File: config.mk
export PLATFORM = sky130hd
export DESIGN_NAME = three_channel_compare_timer_top
export DESIGN_NICKNAME = d
export VERILOG_FILES = /design/src/design/tcct_pkg.sv /design/src/design/tcct_step.sv /design/src/design/three_channel_compare_timer_top.sv
export SDC_FILE = /design/constraint.sdc
export NUM_CORES = 1
export LEC_CHECK = 0
export BUFFER_PORTS_ARGS = -buffer_cell sky130_fd_sc_hd__buf_2
export CORE_ASPECT_RATIO = 0.7
export CORE_MARGIN = 1.5
export CORE_UTILIZATION = 60
export CTS_BUF_LIST = sky130_fd_sc_hd__clkbuf_8 sky130_fd_sc_hd__clkbuf_16
export DETAILED_ROUTE_END_ITERATION = 12
export HOLD_SLACK_MARGIN = 0.02
export PLACE_DENSITY = 0.78
export SLEW_MARGIN = 20
export SYNTH_ARGS = -nofsm -noshare
export SYNTH_HDL_FRONTEND = slang
export SYNTH_SLANG_ARGS = --single-unit
File: constraint.sdc
create_clock -name i_clk -period 9.7 [get_ports i_clk]
set_input_delay 1.94 -clock i_clk [delete_from_list [all_inputs] [get_ports i_clk]]
set_output_delay 1.94 -clock i_clk [all_outputs]
set_load 0.01 [all_outputs]
File: src/design/tcct_pkg.sv
// shared types, control word bits and codes of the three-channel compare timer
package tcct_pkg;

    localparam int NUM_TIMERS = 3;
    localparam int TIMER_W    = 2;

    // control word bit positions
    localparam int CW_EN   = 15;
    localparam int CW_INT  = 13;
    localparam int CW_RIU  = 12;
    localparam int CW_RTG  = 4;
    localparam int CW_P    = 3;
    localparam int CW_EXT  = 2;
    localparam int CW_ALT  = 1;
    localparam int CW_CONT = 0;

    // item kinds
    localparam logic OP_TICK  = 1'b0;
    localparam logic OP_WRITE = 1'b1;

    // register select codes
    localparam logic [1:0] REG_CTRL  = 2'd0;
    localparam logic [1:0] REG_COUNT = 2'd1;
    localparam logic [1:0] REG_CMPA  = 2'd2;
    localparam logic [1:0] REG_CMPB  = 2'd3;

    // timer indexes
    localparam logic [TIMER_W-1:0] TMR_0 = 2'd0;
    localparam logic [TIMER_W-1:0] TMR_1 = 2'd1;
    localparam logic [TIMER_W-1:0] TMR_2 = 2'd2;

    // one memory entry: all state of one timer
    typedef struct packed {
        logic [15:0] cw;
        logic [15:0] cnt;
        logic [15:0] cmpa;
        logic [15:0] cmpb;
    } t_entry;

    // what the stage after the memory read needs to know about the item
    typedef struct packed {
        logic               op;
        logic               step;
        logic [TIMER_W-1:0] timer;
        logic [1:0]         rsel;
        logic [15:0]        wval;
        logic [2:0]         levels;
        logic               wr_ok;
    } t_step_ctl;

    typedef struct packed {
        logic               irq_valid;
        logic [TIMER_W-1:0] irq_timer;
        logic [7:0]         irq_vector;
        logic               stepped;
        logic [15:0]        count;
    } t_result;

    function automatic logic [7:0] irq_vector_of(input logic [TIMER_W-1:0] t);
        logic [7:0] v;
        unique case (t)
            TMR_0:   v = 8'h08;
            TMR_1:   v = 8'h12;
            TMR_2:   v = 8'h13;
            default: v = 8'h00;
        endcase
        return v;
    endfunction

endpackage

File: src/design/tcct_step.sv
// modify step of one timer entry: gating, increment, compare, register writes
module tcct_step (
    input  tcct_pkg::t_step_ctl i_ctl,
    input  tcct_pkg::t_entry    i_entry,
    input  tcct_pkg::t_entry    i_t2,
    output tcct_pkg::t_entry    o_entry,
    output logic                o_wr_en,
    output tcct_pkg::t_result   o_result
);

    logic [15:0] cw;
    logic [15:0] inc;
    logic        gate;
    logic        match;

    always_comb begin
        o_entry  = i_entry;
        o_result = '0;
        o_wr_en  = 1'b0;
        cw       = i_entry.cw;
        inc      = i_entry.cnt + 16'd1;
        match    = 1'b0;
        gate     = i_entry.cw[tcct_pkg::CW_EN]
                   && (i_entry.cw[tcct_pkg::CW_EXT]
                       || ((i_entry.cw[tcct_pkg::CW_RTG] || i_ctl.levels[i_ctl.timer])
                           && (!i_entry.cw[tcct_pkg::CW_P] || i_t2.cnt == i_t2.cmpa)));

        if (i_ctl.op == tcct_pkg::OP_WRITE) begin
            o_wr_en = i_ctl.wr_ok;
            unique case (i_ctl.rsel)
                tcct_pkg::REG_CTRL:  o_entry.cw   = i_ctl.wval;
                tcct_pkg::REG_COUNT: o_entry.cnt  = i_ctl.wval;
                tcct_pkg::REG_CMPA:  o_entry.cmpa = i_ctl.wval;
                default:             o_entry.cmpb = i_ctl.wval;
            endcase
        end else if (i_ctl.step && gate) begin
            o_wr_en = 1'b1;
            if (cw[tcct_pkg::CW_ALT]) begin
                if (cw[tcct_pkg::CW_RIU]) begin
                    match = (inc == i_entry.cmpb);
                    if (match) begin
                        cw[tcct_pkg::CW_RIU] = 1'b0;
                        if (!cw[tcct_pkg::CW_CONT]) cw[tcct_pkg::CW_EN] = 1'b0;
                    end
                end else begin
                    match = (inc == i_entry.cmpa);
                    if (match) cw[tcct_pkg::CW_RIU] = 1'b1;
                end
            end else begin
                match = (inc == i_entry.cmpa);
                if (match && !cw[tcct_pkg::CW_CONT]) cw[tcct_pkg::CW_EN] = 1'b0;
            end
            o_entry.cw       = cw;
            o_entry.cnt      = match ? 16'd0 : inc;
            o_result.stepped = 1'b1;
            o_result.count   = match ? 16'd0 : inc;
            if (match && cw[tcct_pkg::CW_INT]) begin
                o_result.irq_valid  = 1'b1;
                o_result.irq_timer  = i_ctl.timer;
                o_result.irq_vector = tcct_pkg::irq_vector_of(i_ctl.timer);
            end
        end
    end

endmodule

File: src/design/three_channel_compare_timer_top.sv
// top level of the three-channel compare timer: phase counter, timer memory, output register
//
// Three 16-bit up-counting timers with a control word and compare registers A
// and B each. Tick items (tuser 0) advance a phase counter that runs from 0 to
// PHASE_PERIOD-1; the tick that brings it to 2, 4 or 6 steps timer 0, 1 or 2.
// Write items (tuser 1) load the control, count, compare A or compare B register
// of the selected timer; timer select 3 is ignored. Every item returns exactly
// one result item. The block takes one item per clock while the result sink keeps
// up; a stalled sink holds off the input. A result passes the register after the
// memory read and then the output register. The timer state lives in a
// small memory with a registered read: an item reads its timer entry (and
// timer 2's entry for the prescale check) when accepted, modifies it in the
// next cycle and writes it back as the result moves into the output register.
// A write-back on the same edge as a read of the same entry is forwarded.
// Reset clears the state through per-entry valid bits, so no clearing pass is
// needed and the block is ready right after reset.
module three_channel_compare_timer_top #(
    parameter int PHASE_PERIOD = 8
) (
    input  logic        i_clk,
    input  logic        i_rst_n,
    // input item
    input  logic        i_s_tvalid,
    output logic        o_s_tready,
    input  logic [23:0] i_s_tdata,  // timer_select[1:0], register_select[3:2],
                                    // write_value[19:4], input_levels[22:20], zero pad
    input  logic [0:0]  i_s_tuser,  // opcode[0]
    // result item
    output logic        o_m_tvalid,
    input  logic        i_m_tready,
    output logic [31:0] o_m_tdata,  // irq_timer[1:0], irq_vector[9:2],
                                    // stepped_count[25:10], zero pad
    output logic [1:0]  o_m_tuser   // irq_valid[0], stepped_timer_valid[1]
);

    // phase counter must hold PHASE_PERIOD itself right after the increment
    localparam int PW = $clog2(PHASE_PERIOD + 1);

    // input fields
    logic                         in_op;
    logic [tcct_pkg::TIMER_W-1:0] in_tsel;
    logic [1:0]                   in_rsel;
    logic [15:0]                  in_wval;
    logic [2:0]                   in_levels;

    assign in_op     = i_s_tuser[0];
    assign in_tsel   = i_s_tdata[1:0];
    assign in_rsel   = i_s_tdata[3:2];
    assign in_wval   = i_s_tdata[19:4];
    assign in_levels = i_s_tdata[22:20];

    // handshake and pipeline control
    logic in_acc;
    logic s1_adv;
    logic r_s1_valid;
    logic r_out_valid;

    assign s1_adv     = r_s1_valid && (!r_out_valid || i_m_tready);
    assign o_s_tready = !r_s1_valid || s1_adv;
    assign in_acc     = i_s_tvalid && o_s_tready;

    // phase counter, advanced by ticks at acceptance
    logic [PW-1:0]                r_phase;
    logic [PW-1:0]                n_phase;
    logic [PW-1:0]                phase_inc;
    logic                         tick_step;
    logic [tcct_pkg::TIMER_W-1:0] tick_timer;

    always_comb begin
        phase_inc  = r_phase + PW'(1);
        tick_step  = 1'b1;
        tick_timer = tcct_pkg::TMR_0;
        priority if (phase_inc == PW'(2)) begin
            tick_timer = tcct_pkg::TMR_0;
        end else if (phase_inc == PW'(4)) begin
            tick_timer = tcct_pkg::TMR_1;
        end else if (phase_inc == PW'(6)) begin
            tick_timer = tcct_pkg::TMR_2;
        end else begin
            tick_step = 1'b0;
        end
        n_phase = (phase_inc >= PW'(PHASE_PERIOD)) ? '0 : phase_inc;
    end

    always_ff @(posedge i_clk) begin
        if (!i_rst_n) begin
            r_phase <= '0;
        end else if (in_acc && in_op == tcct_pkg::OP_TICK) begin
            r_phase <= n_phase;
        end
    end

    // read address: stepped timer for a tick, selected timer for a write;
    // timer select 3 reads entry 0 but never writes
    logic [tcct_pkg::TIMER_W-1:0] rd_addr;
    logic                         wr_ok;

    assign wr_ok   = (in_tsel != 2'd3);
    assign rd_addr = (in_op == tcct_pkg::OP_TICK) ? tick_timer
                   : (wr_ok ? in_tsel : tcct_pkg::TMR_0);

    // timer memory, one entry per timer
    tcct_pkg::t_entry             r_mem [tcct_pkg::NUM_TIMERS];
    logic [tcct_pkg::NUM_TIMERS-1:0] r_mem_vld;
    tcct_pkg::t_entry             r_rd_a;
    tcct_pkg::t_entry             r_rd_b;
    logic                         r_rd_a_vld;
    logic                         r_rd_b_vld;

    // stage after the read
    tcct_pkg::t_step_ctl r_s1_ctl;
    tcct_pkg::t_entry    ent_a;
    tcct_pkg::t_entry    ent_b;
    tcct_pkg::t_entry    wr_entry;
    logic                wr_en;
    tcct_pkg::t_result   step_res;

    // last write-back, for a read issued on the same edge
    logic                         r_fwd_vld;
    logic [tcct_pkg::TIMER_W-1:0] r_fwd_addr;
    tcct_pkg::t_entry             r_fwd_data;

    always_ff @(posedge i_clk) begin
        if (in_acc) begin
            r_rd_a     <= r_mem[rd_addr];
            r_rd_a_vld <= r_mem_vld[rd_addr];
            r_rd_b     <= r_mem[tcct_pkg::TMR_2];
            r_rd_b_vld <= r_mem_vld[tcct_pkg::TMR_2];
            r_s1_ctl   <= '{op: in_op, step: tick_step, timer: rd_addr, rsel: in_rsel,
                            wval: in_wval, levels: in_levels, wr_ok: wr_ok};
        end
        if (s1_adv && wr_en) begin
            r_mem[r_s1_ctl.timer] <= wr_entry;
            r_fwd_addr            <= r_s1_ctl.timer;
            r_fwd_data            <= wr_entry;
        end
    end

    always_ff @(posedge i_clk) begin
        if (!i_rst_n) begin
            r_mem_vld  <= '0;
            r_fwd_vld  <= 1'b0;
            r_s1_valid <= 1'b0;
        end else begin
            if (s1_adv && wr_en) begin
                r_mem_vld[r_s1_ctl.timer] <= 1'b1;
                r_fwd_vld                 <= 1'b1;
            end
            if (in_acc) begin
                r_s1_valid <= 1'b1;
            end else if (s1_adv) begin
                r_s1_valid <= 1'b0;
            end
        end
    end

    // an entry never written reads as its reset value of zero
    always_comb begin
        if (r_fwd_vld && r_fwd_addr == r_s1_ctl.timer) begin
            ent_a = r_fwd_data;
        end else begin
            ent_a = r_rd_a_vld ? r_rd_a : '0;
        end
        if (r_fwd_vld && r_fwd_addr == tcct_pkg::TMR_2) begin
            ent_b = r_fwd_data;
        end else begin
            ent_b = r_rd_b_vld ? r_rd_b : '0;
        end
    end

    tcct_step u_step (
        .i_ctl    (r_s1_ctl),
        .i_entry  (ent_a),
        .i_t2     (ent_b),
        .o_entry  (wr_entry),
        .o_wr_en  (wr_en),
        .o_result (step_res)
    );

    // output register
    tcct_pkg::t_result r_out;

    always_ff @(posedge i_clk) begin
        if (!i_rst_n) begin
            r_out_valid <= 1'b0;
        end else if (s1_adv) begin
            r_out_valid <= 1'b1;
        end else if (i_m_tready) begin
            r_out_valid <= 1'b0;
        end
    end

    always_ff @(posedge i_clk) begin
        if (s1_adv) begin
            r_out <= step_res;
        end
    end

    assign o_m_tvalid = r_out_valid;
    assign o_m_tdata  = {6'd0, r_out.count, r_out.irq_vector, r_out.irq_timer};
    assign o_m_tuser  = {r_out.stepped, r_out.irq_valid};

    // an interrupt only comes from a match, and a match only from a step
    a_irq_needs_step: assert property (@(posedge i_clk) disable iff (!i_rst_n)
        (o_m_tvalid && o_m_tuser[0]) |-> o_m_tuser[1])
        else $error("interrupt reported without a timer step");

    // phase counter stays inside its period
    a_phase_range: assert property (@(posedge i_clk) disable iff (!i_rst_n)
        r_phase < PW'(PHASE_PERIOD))
        else $error("phase counter out of range");

    // no write-back to the unused timer slot
    a_wr_addr: assert property (@(posedge i_clk) disable iff (!i_rst_n)
        (s1_adv && wr_en) |-> (r_s1_ctl.timer != 2'd3))
        else $error("write-back to nonexistent timer");

    // a stepped or written entry is written back on the cycle the result is registered
    a_fwd_tracks: assert property (@(posedge i_clk) disable iff (!i_rst_n)
        (s1_adv && wr_en) |=> (r_fwd_vld && r_fwd_data == $past(wr_entry)))
        else $error("forwarding register missed a write-back");

endmodule

## After elaboration in Yosys (flattened, before gate mapping)

Memory sizes are Yosys's and may differ from the RTL's. A register that Yosys moved wholly into a read port is not among the register bits.
Cells that the tools add are included.

- Flip-flop bits (word level): 132
- Memory bits (writable): 192
- Input port bits: 29
- Output and inout port bits: 36
- Logic and storage cells: 126
- Memories kept: 1

- Add/sub/neg operators: 2
- $lt $le $gt $ge: 4
- Equal/unequal tests: 13
- Mux-type cells: 49
- Bitwise logic cells: 4
- Reductions and logical operators: 29

Memories:

| name | depth | width | rd ports | clocked after memory_dff | wr ports | RTL line | source |
|---|---|---|---|---|---|---|---|
| r_mem | 3 | 64 | 2 | 2 | 1 | three_channel_compare_timer_top.sv:103 | `tcct_pkg::t_entry r_mem [tcct_pkg::NUM_TIMERS];` |

Operators with widths:

| cell | number |
|---|---|
| 64-bit 2-to-1 mux | 2 |
| 32-bit 2-to-1 mux | 3 |
| 48-bit 2-to-1 mux | 2 |
| 16-bit 2-to-1 mux | 5 |
| 16-bit == test | 3 |
| 1-bit 2-to-1 mux | 25 |
| 17-bit 2-to-1 mux | 1 |
| 16-bit by 1-bit adder with 16-bit output, second input constant | 1 |
| 5-bit one-hot mux with 3 select lines | 1 |
| 1-bit logical AND | 12 |
| 11-bit 2-to-1 mux | 1 |
| 2-bit 2-to-1 mux | 5 |
| 4-bit by 3-bit == test with 1-bit output, second input constant | 2 |
| 2-bit == test, second input constant | 3 |
| 2-bit by 3-bit < comparator with 1-bit output, second input constant | 2 |
| 3-bit OR reduction | 2 |
| 1-bit logical OR | 5 |
| 4-bit by 1-bit adder with 4-bit output, second input constant | 1 |
| 1-bit binary-select mux with 2-bit select | 2 |
| 2-bit by 1-bit == test with 1-bit output, second input constant | 2 |
| 4-bit by 2-bit == test with 1-bit output, second input constant | 1 |
| 4-bit >= comparator, second input constant | 1 |
| 1-bit logical NOT | 4 |
| 2-bit logical NOT | 2 |
| 9 further kinds | 13 |

## Longest topological paths before layout

Gate-level depths: netlist of run 1.

- Word-level depth: 14
- Mapped depth: 20
- Mapped depth without buffers: 14

## By module

From an unflattened synthesis of run 1, not the netlist that was laid out.

- Cell total of the unflattened synthesis: 1481
- Area total of the unflattened synthesis: 20303.2 um^2

Modules (own cells, without submodules):

| module | instances | cells each | area each (um^2) | sequential area each (um^2) |
|---|---|---|---|---|
| three_channel_compare_timer_top | 1 | 1083 | 17310.4 | 13472.9 |
| tcct_step | 1 | 398 | 2992.9 | 0.0 |

## Worst setup path before layout of run 1

No wires, ideal clock.

- Path type: input to register
- Start: in i_m_tready
- End: mem r_mem[2][0] in the netlist's numbering (enable)
- Setup time: 0.420 ns
- Arrival time: 6.168 ns
- Data required time: 9.280 ns
- Slack: 3.111 ns
- Stages: 4
- Buffers on the path: 0
- Cells stage by stage: nor2b_1 nor2b_1 o21a_1 and2_1

- Word-level cells in the longest chain between the ends: 5

Ends and longest elaborated chain:

| element | RTL line | source |
|---|---|---|
| start: declaration | three_channel_compare_timer_top.sv:30 | `input logic i_m_tready,` |
| 1-bit logical OR | three_channel_compare_timer_top.sv:58 | `assign s1_adv = r_s1_valid && (!r_out_valid \|\| i_m_tready);` |
| 1-bit logical AND | three_channel_compare_timer_top.sv:58 |  |
| named net s1_adv | three_channel_compare_timer_top.sv:54 | `logic s1_adv;` |
| 1-bit logical AND | three_channel_compare_timer_top.sv:132 | `if (s1_adv && wr_en) begin` |
| 1-bit 2-to-1 mux | three_channel_compare_timer_top.sv:132 |  |
| 1-bit 2-to-1 mux (implied by the code) | three_channel_compare_timer_top.sv:133 | `r_mem[r_s1_ctl.timer] <= wr_entry;` |
| end: declaration | three_channel_compare_timer_top.sv:103 |  |

The timed path passes the listed nets, and every way through them passes these cells.

==> flow_summary.yaml, run 1 <==
pwr:
  p_leak_nw: 6.56
  switchingPower_mw: 0.784
  switching_share_pct: 22.5
  pwr-share-clk_pct: 38.9
  p_int_mw: 2.69
  power_mw: 3.48
  power-per-cell-area_mw_per_mm2: 188
  combPwrFrac_pct: 6.9
  seqPwrFrac_pct: 54.1
  vdd_drop_max_v: 0.000167
global_route:
  grt_remaining_overflow: 0
  antenna_found_initial: 0
  grt_pass1_vias: 10100
  grt_pass1_wl_um: 60500
  grt_usage_pct: 28.3
  grt_max_degree: 116
clock_network:
  cts.htree.levels: 2
  cts_root_buf: "clkbuf_16"
  cts_setup_buffers: 0
  numCtsBuffers: 35
  clk_pin_slew_ns: 0.06
  ctsLongestPathBuffers: 3
  cts_tree: "done"
  ctsHoldBuffers: 0
  cts.repair.resized: 0
  clk_latency_ns: 0.53
  clock_sinks: 375
floorplan:
  rows: 51
  start_util_pct: 60.7
  coreArea_mm2: 0.0277
  die_w_um: 203
  pin_count: 65
  die_h_um: 143
  die_area_mm2: 0.0290
sta:
  rsz0062_at_grt: "false"
  period_share_pct: 67.4
  max_slew.worst_pin.slew_ns: 1.15
  skew_ns: 0.0229
  hold_viol: 0
  slew_viol_final: 0
  min_period_ns: 6.54
  fmaxAchievable_mhz: 153
  relSlewSlack_pct: 23.5
  setup_viol: 0
  timing.setup.tns_ns: 0
synthesis:
  async_reset_ff_share_pct: 0
  synthFlopType: "edfxtp_1"
  synthCells: 1305
  synth_top_area_cell: "edfxtp_1"
  synthTopCellsByCount: "edfxtp_1, nand2_1, nor2_1"
  netlist_area_mm2: 0.0168
  synth_top_area_share_pct: 65.2
  avgSynthCellArea_um2: 12.9
  yosysMostFrequentCell: "edfxtp_1"
  ys_types: 65
  synth_warnings: 0
  synth_edf_count: 365
  yosys-top-cells-area: "edfxtp_1, mux2i_1, xnor2_1"
  synth.ff_latch_count: 375
  ys_seq_area_share_pct: 66.4
placed_design:
  gp_congestion: 0.945
  portBuffers: 53
  dpl.hpwl_um: 25600
worst_setup_path:
  start_kind: "flop"
  worstSetupEndpointType: "flop"
  crit_type: "reg2reg"
  path_max_fanout: 53
  cp.required_ns: 9.87
  critPathArrivalTime_ns: 6.71
  reg2reg_depth: 16
drt:
  ant_nets: 0
  num_vias: 10900
  dr.pass1.iters: 5
  drtIter0Drc: 1367
  route.detailed.drc: 0
  drt_wl_total_um: 40100
  viasPerCell: 6.29
  wl_per_cell_um: 23.1
final_layout:
  nets: 1373
  drive_gt1_share_pct: 11.0
  syn_to_final_growth_pct: 9.87
  diodes: 0
  final_util_pct: 66.7
flow_run:
  maxCapViolations: 0
hold_path:
  hp-class: "reg2reg"
  min_delay_path_depth: 0
run_status:
  status: "finished, final reports clean"
==> placed cells by master (no fill, tap or decap), types with 13 or more instances in the layout <==
cell type  instances
edfxtp_1         365
nand2_1          148
nor2_1           100
xnor2_1           74
mux2i_1           73
o21ai_0           69
a21oi_1           62
buf_2             53
nand3_1           46
clkbuf_16         37
a31oi_1           34
nand4_1           20
xor2_1            19
buf_4             17
inv_1             15
nor3_1            15
o21ai_1           15
and3_1            14
a22oi_1           13
==> worst paths after layout <==
check	start	endpoint	slack, ns
setup / recovery	r_s1_ctl[22]$_DFFE_PP_	r_mem[2][47]$_DFFE_PP_	3.16
hold / removal	r_mem[2][18]$_DFFE_PP_	r_rd_b[18]$_DFFE_PP_	0.45
setup reg to reg	r_s1_ctl[22]$_DFFE_PP_	r_mem[2][47]$_DFFE_PP_	3.16
hold reg to reg	r_mem[2][18]$_DFFE_PP_	r_rd_b[18]$_DFFE_PP_	0.45
==> critical path: stages (launching register included) <==
cell,delay (ns)
edfxtp_1,0.47
xnor2_2,0.77
nand3_2,0.57
buf_4,0.51
nand3_1,0.17
nand2_1,0.14
ha_1,0.37
nand2_1,0.18
nor3_1,0.08
mux2i_1,0.64
nand3_1,0.14
o21ai_0,0.16
o211ai_1,0.30
or4_1,0.61
o211ai_2,0.31
buf_4,0.42
o221ai_1,0.32
==> routing by layer <==
metal	GRT usage (%)	share of wire [%]	wire (um)	vias up
met5	0	0	0	-
met4	8.46	2.6	1040	0
met3	5.13	11	4280	79
met2	40.4	43	17100	591
met1	44.2	44	17700	5347
li1	-	-	-	4900
==> flip-flops by register name, summed over array words and instances, names as in the netlist, 2 cells and up <==
register / cells
r_mem_vld: 3
r_fwd_data: 56
r_mem: 168
o_m_tdata: 21
r_rd_a: 56
r_s1_ctl: 26
r_phase: 4
o_m_tuser: 2
r_rd_b: 32
r_fwd_addr: 2
==> layout make-up <==
class                           count  area [um2]
Clock buffer                       37         926
Clock inverter                     26         194
Fill cell                        2000        9230
Inverter                           10        37.5
Multi-Input combinational cell    845        5280
Sequential cell                   375       11200
Tap cell                          371         464
Timing Repair Buffer               71         404
==> logic make-up after synthesis <==
kind of cell    share of synthesized area (%)
compound gates                           8.79
xor+xnor                                 5.58
fa+ha+maj                               0.447
buf+inv                                  2.61
flops                                    66.4
mux                                      4.93
other cells                            0.0223
simple gates                             11.2
==> through the flow <==
step	instances	hold slack [ns]	instance area, um2	setup WS [ns]
after global routing	1735	0.466	18500	2.91
after CTS	1735	0.451	18500	3.35
final	1735	0.451	18500	3.16
after floorplan	1314	0.426	16800	3.11
after detailed placement	1672	0.434	17300	3.38
after global placement	1672	0.431	17300	3.49
==> power groups by stage <==
stage	Sequential, mW	Clock, mW	Combinational [mW]
5_1_grt	1.88	1.42	0.262
2_1_floorplan	1.90	0	0.169
3_3_place_gp	1.91	0	0.227
4_1_cts	1.88	1.37	0.237
6_report	1.88	1.35	0.241
3_5_place_dp	1.91	0	0.235
Power figures use the tool's default switching activity.
==> run 2, diff against run 1 <==
- clock period: 9.7 -> 6.6 ns (I/O delays scaled with it)
==> run 2 against run 1 <==
Compared with the run above:
- core utilization grew 0.58 points
- critical path depth is the same
- clock skew rose by 0.0023 ns
- design area rose by 0.87%
- wire length grew 2.9%
- sequential power grew 47%
- count of clock-buffer cells in the layout rose by 1
- final cell count grew 0.92%
- global-route usage increased by 0.93 points
- total power is 48% higher
- highest routed layer unchanged
==> flow_summary.yaml, run 2 (same netlist as run 1, synthesis figures left out) <==
sta:
  period_share_pct: 85.2
  skew_ns: 0.0253
  timing.setup.tns_ns: 0
  relSlewSlack_pct: 30.6
  min_period_ns: 5.62
  hold_viol: 0
  setup_viol: 0
  fmaxAchievable_mhz: 178
  slew_viol_final: 0
  max_slew.worst_pin.slew_ns: 1.04
  rsz0062_at_grt: "false"
clock_network:
  cts.htree.levels: 2
  cts.repair.resized: 0
  ctsLongestPathBuffers: 3
  cts_tree: "done"
  cts_setup_buffers: 0
  cts_root_buf: "clkbuf_16"
  clk_latency_ns: 0.55
  clk_pin_slew_ns: 0.06
  ctsHoldBuffers: 0
  numCtsBuffers: 36
  clock_sinks: 375
floorplan:
  coreArea_mm2: 0.0277
  die_w_um: 203
  rows: 51
  start_util_pct: 60.7
  die_area_mm2: 0.0290
  die_h_um: 143
  pin_count: 65
global_route:
  grt_pass1_wl_um: 62500
  antenna_found_initial: 0
  grt_max_degree: 116
  grt_pass1_vias: 10500
  grt_usage_pct: 29.2
  grt_remaining_overflow: 0
pwr:
  p_leak_nw: 6.63
  power_mw: 5.15
  vdd_drop_max_v: 0.000230
  power-per-cell-area_mw_per_mm2: 277
placed_design:
  dpl_cell_area_mm2: 0.0174
  dpl.hpwl_um: 27200
  portBuffers: 53
  dp_cells: 1685
  gp_congestion: 0.971
worst_setup_path:
  critPathArrivalTime_ns: 5.85
  reg2reg_depth: 16
  start_kind: "flop"
  path_max_fanout: 18
  cp.required_ns: 6.83
  timing.rr.end: "r_mem[1][33]$_DFFE_PP_"
  r2r_setup_slack_ns: 0.98
  r2r_start: "r_s1_ctl[23]$_DFFE_PP_"
  crit_type: "reg2reg"
  worstSetupEndpointType: "flop"
hold_path:
  hp-class: "reg2reg"
  holdCritStartpoint: "r_mem[2][24]$_DFFE_PP_"
  min_delay_path_depth: 0
  holdPathEnd: "r_rd_b[24]$_DFFE_PP_"
drt:
  num_vias: 11100
  drt_wl_total_um: 41300
  wl_per_cell_um: 23.6
  route.detailed.drc: 0
  viasPerCell: 6.32
  ant_nets: 0
  drtIter0Drc: 1656
  dr.pass1.iters: 5
final_layout:
  layout.cells.non_filler: 1751
  fillCellCount: 2003
  top_register: "r_mem"
  reg_top3: "r_mem: 168 flops, r_fwd_data: 56 flops, r_rd_a: 56 flops"
  final_util_pct: 67.2
  syn_to_final_growth_pct: 10.8
  final_common_cell: "edfxtp_1"
  nets: 1388
  layout_common_cells: "edfxtp_1, nand2_1, nor2_1, xnor2_1, mux2i_1"
  largest_reg_flops: 168
  multi_input_area_mm2: 0.00528
  postLayoutCellArea_mm2: 0.0186
  diodes: 0
  register_area_mm2: 0.0112
  drive_gt1_share_pct: 12.3
run_status:
  status: "finished, final reports clean"
flow_run:
  maxCapViolations: 0
## run 2: cell types whose count changed in the layout (fill, tap and decap cells not counted), sizes merged
cell / change
clkinv: -2
bufinv: -1
clkinvlp: +4
buf: +14
clkbuf: +1
## run 2: worst max-delay path, stage by stage, from the launching register on
cell,delay (ns)
edfxtp_1,0.51
xnor2_2,0.21
and3_2,0.49
nand2_1,0.10
nand2_1,0.19
ha_1,0.40
nand2_1,0.15
or3_1,0.40
mux2i_1,0.25
xor2_1,0.11
buf_4,0.17
xnor2_1,0.29
nand4_1,0.17
or4_1,0.45
o211ai_2,0.76
buf_4,0.40
o221ai_1,0.23
## run 2: per-layer routing
layer	routed length (um)	up-vias	global-route usage (%)
li1	-	4932	-
met1	18100	5411	44.8
met2	17700	645	42.8
met3	4560	76	5.25
met4	897	0	8.54
met5	0	-	0
## run 2: how the worst max path moves through the flow
stage / from / to / slack [ns] / cells after the start
floorplan: i_m_tready / r_mem[2][0]$_DFFE_PP_ / 0.63 / 4
CTS: r_s1_ctl[23]$_DFFE_PP_ / r_mem[1][33]$_DFFE_PP_ / 1.00 / 16
global route: r_s1_ctl[23]$_DFFE_PP_ / r_fwd_data[33]$_DFFE_PP_ / 0.75 / 16
global placement: r_s1_ctl[23]$_DFFE_PP_ / r_mem[0][33]$_DFFE_PP_ / 1.25 / 16
detailed placement: r_s1_ctl[23]$_DFFE_PP_ / r_mem[2][45]$_DFFE_PP_ / 1.07 / 16
finish: r_s1_ctl[23]$_DFFE_PP_ / r_mem[1][33]$_DFFE_PP_ / 0.98 / 16
## run 2: report_power, final
group / total [mW] / internal [mW] / switching (mW)
Clock: 2.02 / 1.13 / 0.891
Combinational: 0.363 / 0.122 / 0.241
Sequential: 2.77 / 2.71 / 0.0604
## run 2: cell type report
class / instances / area share, %
inverters: 10 / 0.202
multi-input cells: 845 / 28.3
clock buffers: 38 / 5.11
repair buffers: 85 / 2.87
flip-flops and latches: 375 / 59.9
well taps: 371 / 2.49
clock inverters: 27 / 1.07
## run 2: per-stage QoR
stage	hold WS [ns]	worst slack (ns)
global route	0.451	0.749
CTS	0.445	1.00
finish	0.442	0.980
floorplan	0.426	0.631
detailed placement	0.433	1.07
global placement	0.431	1.25
==> run 3, diff against run 2 <==
- clock period: 6.6 -> 7.3 ns (I/O delays scaled with it)
==> run 3 against run 2 <==
Compared with the run above:
- clock power is 18% lower
- critical path depth unchanged
- via count down 2.8%
==> flow_summary.yaml, run 3 (same netlist as run 1, synthesis figures left out) <==
sta:
  setup_viol: 0
  relSlewSlack_pct: 28.1
  max_slew.worst_pin.slew_ns: 1.07
  skew_ns: 0.0269
  slew_viol_final: 0
  timing.setup.tns_ns: 0
  min_period_ns: 5.95
  fmaxAchievable_mhz: 168
  fin_ws_ns: 1.35
  period_share_pct: 81.5
  hold_viol: 0
  rsz0062_at_grt: "false"
pwr:
  p_leak_nw: 6.52
  vdd_drop_max_v: 0.000289
  power-per-cell-area_mw_per_mm2: 243
worst_setup_path:
  worstSetupEndpointType: "flop"
  cp_top_family: "simple AND/OR/NAND/NOR gates"
  cp_slowest_cell: "o211ai_2"
  path_cells: "xnor2_2 > buf_4 > and3_2 > nand2_1 > nand2_1 > ha_1 > nand2_1 > or3_1 > mux2i_1 > xor2_1 > xnor2_1 > nand4_1 > or4_1 > o211ai_2 > buf_4 > o221ai_1"
  crit_top_cell: "nand2_1"
  path_max_fanout: 19
  start_kind: "flop"
  crit_type: "reg2reg"
  critPathBufInv: 2
  critPathArrivalTime_ns: 6.16
  r2r_setup_slack_ns: 1.35
  cp.required_ns: 7.51
  cp_slowest_stage_delay_ns: 0.87
clock_network:
  cts_tree: "done"
  cts.htree.levels: 2
  clk_latency_ns: 0.55
  clock_sinks: 375
  cts_setup_buffers: 0
  ctsLongestPathBuffers: 3
  cts_root_buf: "clkbuf_16"
  cts.repair.resized: 0
  clk_pin_slew_ns: 0.06
  ctsHoldBuffers: 0
  numCtsBuffers: 35
floorplan:
  die_h_um: 143
  die_w_um: 203
  pin_count: 65
  die_area_mm2: 0.0290
  start_util_pct: 60.7
  rows: 51
  coreArea_mm2: 0.0277
global_route:
  grt_remaining_overflow: 0
  antenna_found_initial: 2
  grt_pass1_wl_um: 60900
  grt_pass1_vias: 10100
  grt_max_degree: 116
  grt_usage_pct: 28.7
drt:
  viasPerCell: 6.19
  wl_per_cell_um: 23.3
  drtIter0Drc: 1388
  routed.top_layer: "met5"
  dr.pass1.iters: 6
  drt_wl_total_um: 40600
  num_vias: 10800
  route.detailed.drc: 0
  wl_met2_um: 17200
  wl_met1_um: 17400
  met3_length_um: 5090
  ant_nets: 0
flow_run:
  maxCapViolations: 0
final_layout:
  nets: 1376
  largest_reg_flops: 168
  final_common_cell: "edfxtp_1"
  reg_top3: "r_mem: 168 flops, r_fwd_data: 56 flops, r_rd_a: 56 flops"
  drive_gt1_share_pct: 11.0
  syn_to_final_growth_pct: 9.32
  fillCellCount: 2008
  layout_common_cells: "edfxtp_1, nand2_1, nor2_1, xnor2_1, mux2i_1"
  top_register: "r_mem"
placed_design:
  gp_congestion: 0.981
  portBuffers: 53
  dpl.hpwl_um: 26200
  post-place-ws_ns: 1.56
run_status:
  status: "finished, final reports clean"
hold_path:
  hp-class: "reg2reg"
==> run 3: per-layer routing <==
layer  vias to the layer above  track usage [%]
met3                        64             7.28
met2                       580             41.5
met1                      5192             43.4
met5                         -                0
met4                         2             7.72
li1                       4916                -
==> run 3: power breakdown <==
| part | internal (mW) | switching [mW] |
|---|---|---|
| Sequential | 2.45 | 0.0538 |
| Clock | 0.875 | 0.773 |
| Combinational | 0.108 | 0.214 |
==> run 3: layout make-up <==
type / count / area [um2] / share of cell area [%]
Antenna cell: 1 / 2.50 / 0.0136
Multi-Input combinational cell: 845 / 5280 / 28.7
Inverter: 10 / 37.5 / 0.204
Sequential cell: 375 / 11200 / 60.8
Clock buffer: 35 / 876 / 4.77
Tap cell: 371 / 464 / 2.53
Clock inverter: 26 / 126 / 0.688
Timing Repair Buffer: 74 / 427 / 2.32
==> run 3: through the flow <==
stage	hold WS, ns	cell area [um2]	cells	utilization [%]	power, mW
after global placement	0.430	17400	1675	62.7	2.85
after CTS	0.447	18400	1736	66.3	4.48
after detailed placement	0.432	17400	1675	62.7	2.86
after floorplan	0.426	16800	1314	-	2.75
after global routing	0.460	18400	1736	66.3	4.59
final	0.448	18400	1737	66.3	4.47
==> run 3: path summary, 6_finish.rpt <==
check	from	end	cells past startpoint
max	r_s1_ctl[23]$_DFFE_PP_	r_fwd_data[47]$_DFFE_PP_	16
min	r_mem[2][36]$_DFFE_PP_	r_rd_b[36]$_DFFE_PP_	0
max reg2reg	r_s1_ctl[23]$_DFFE_PP_	r_fwd_data[47]$_DFFE_PP_	16
min reg2reg	r_mem[2][36]$_DFFE_PP_	r_rd_b[36]$_DFFE_PP_	0
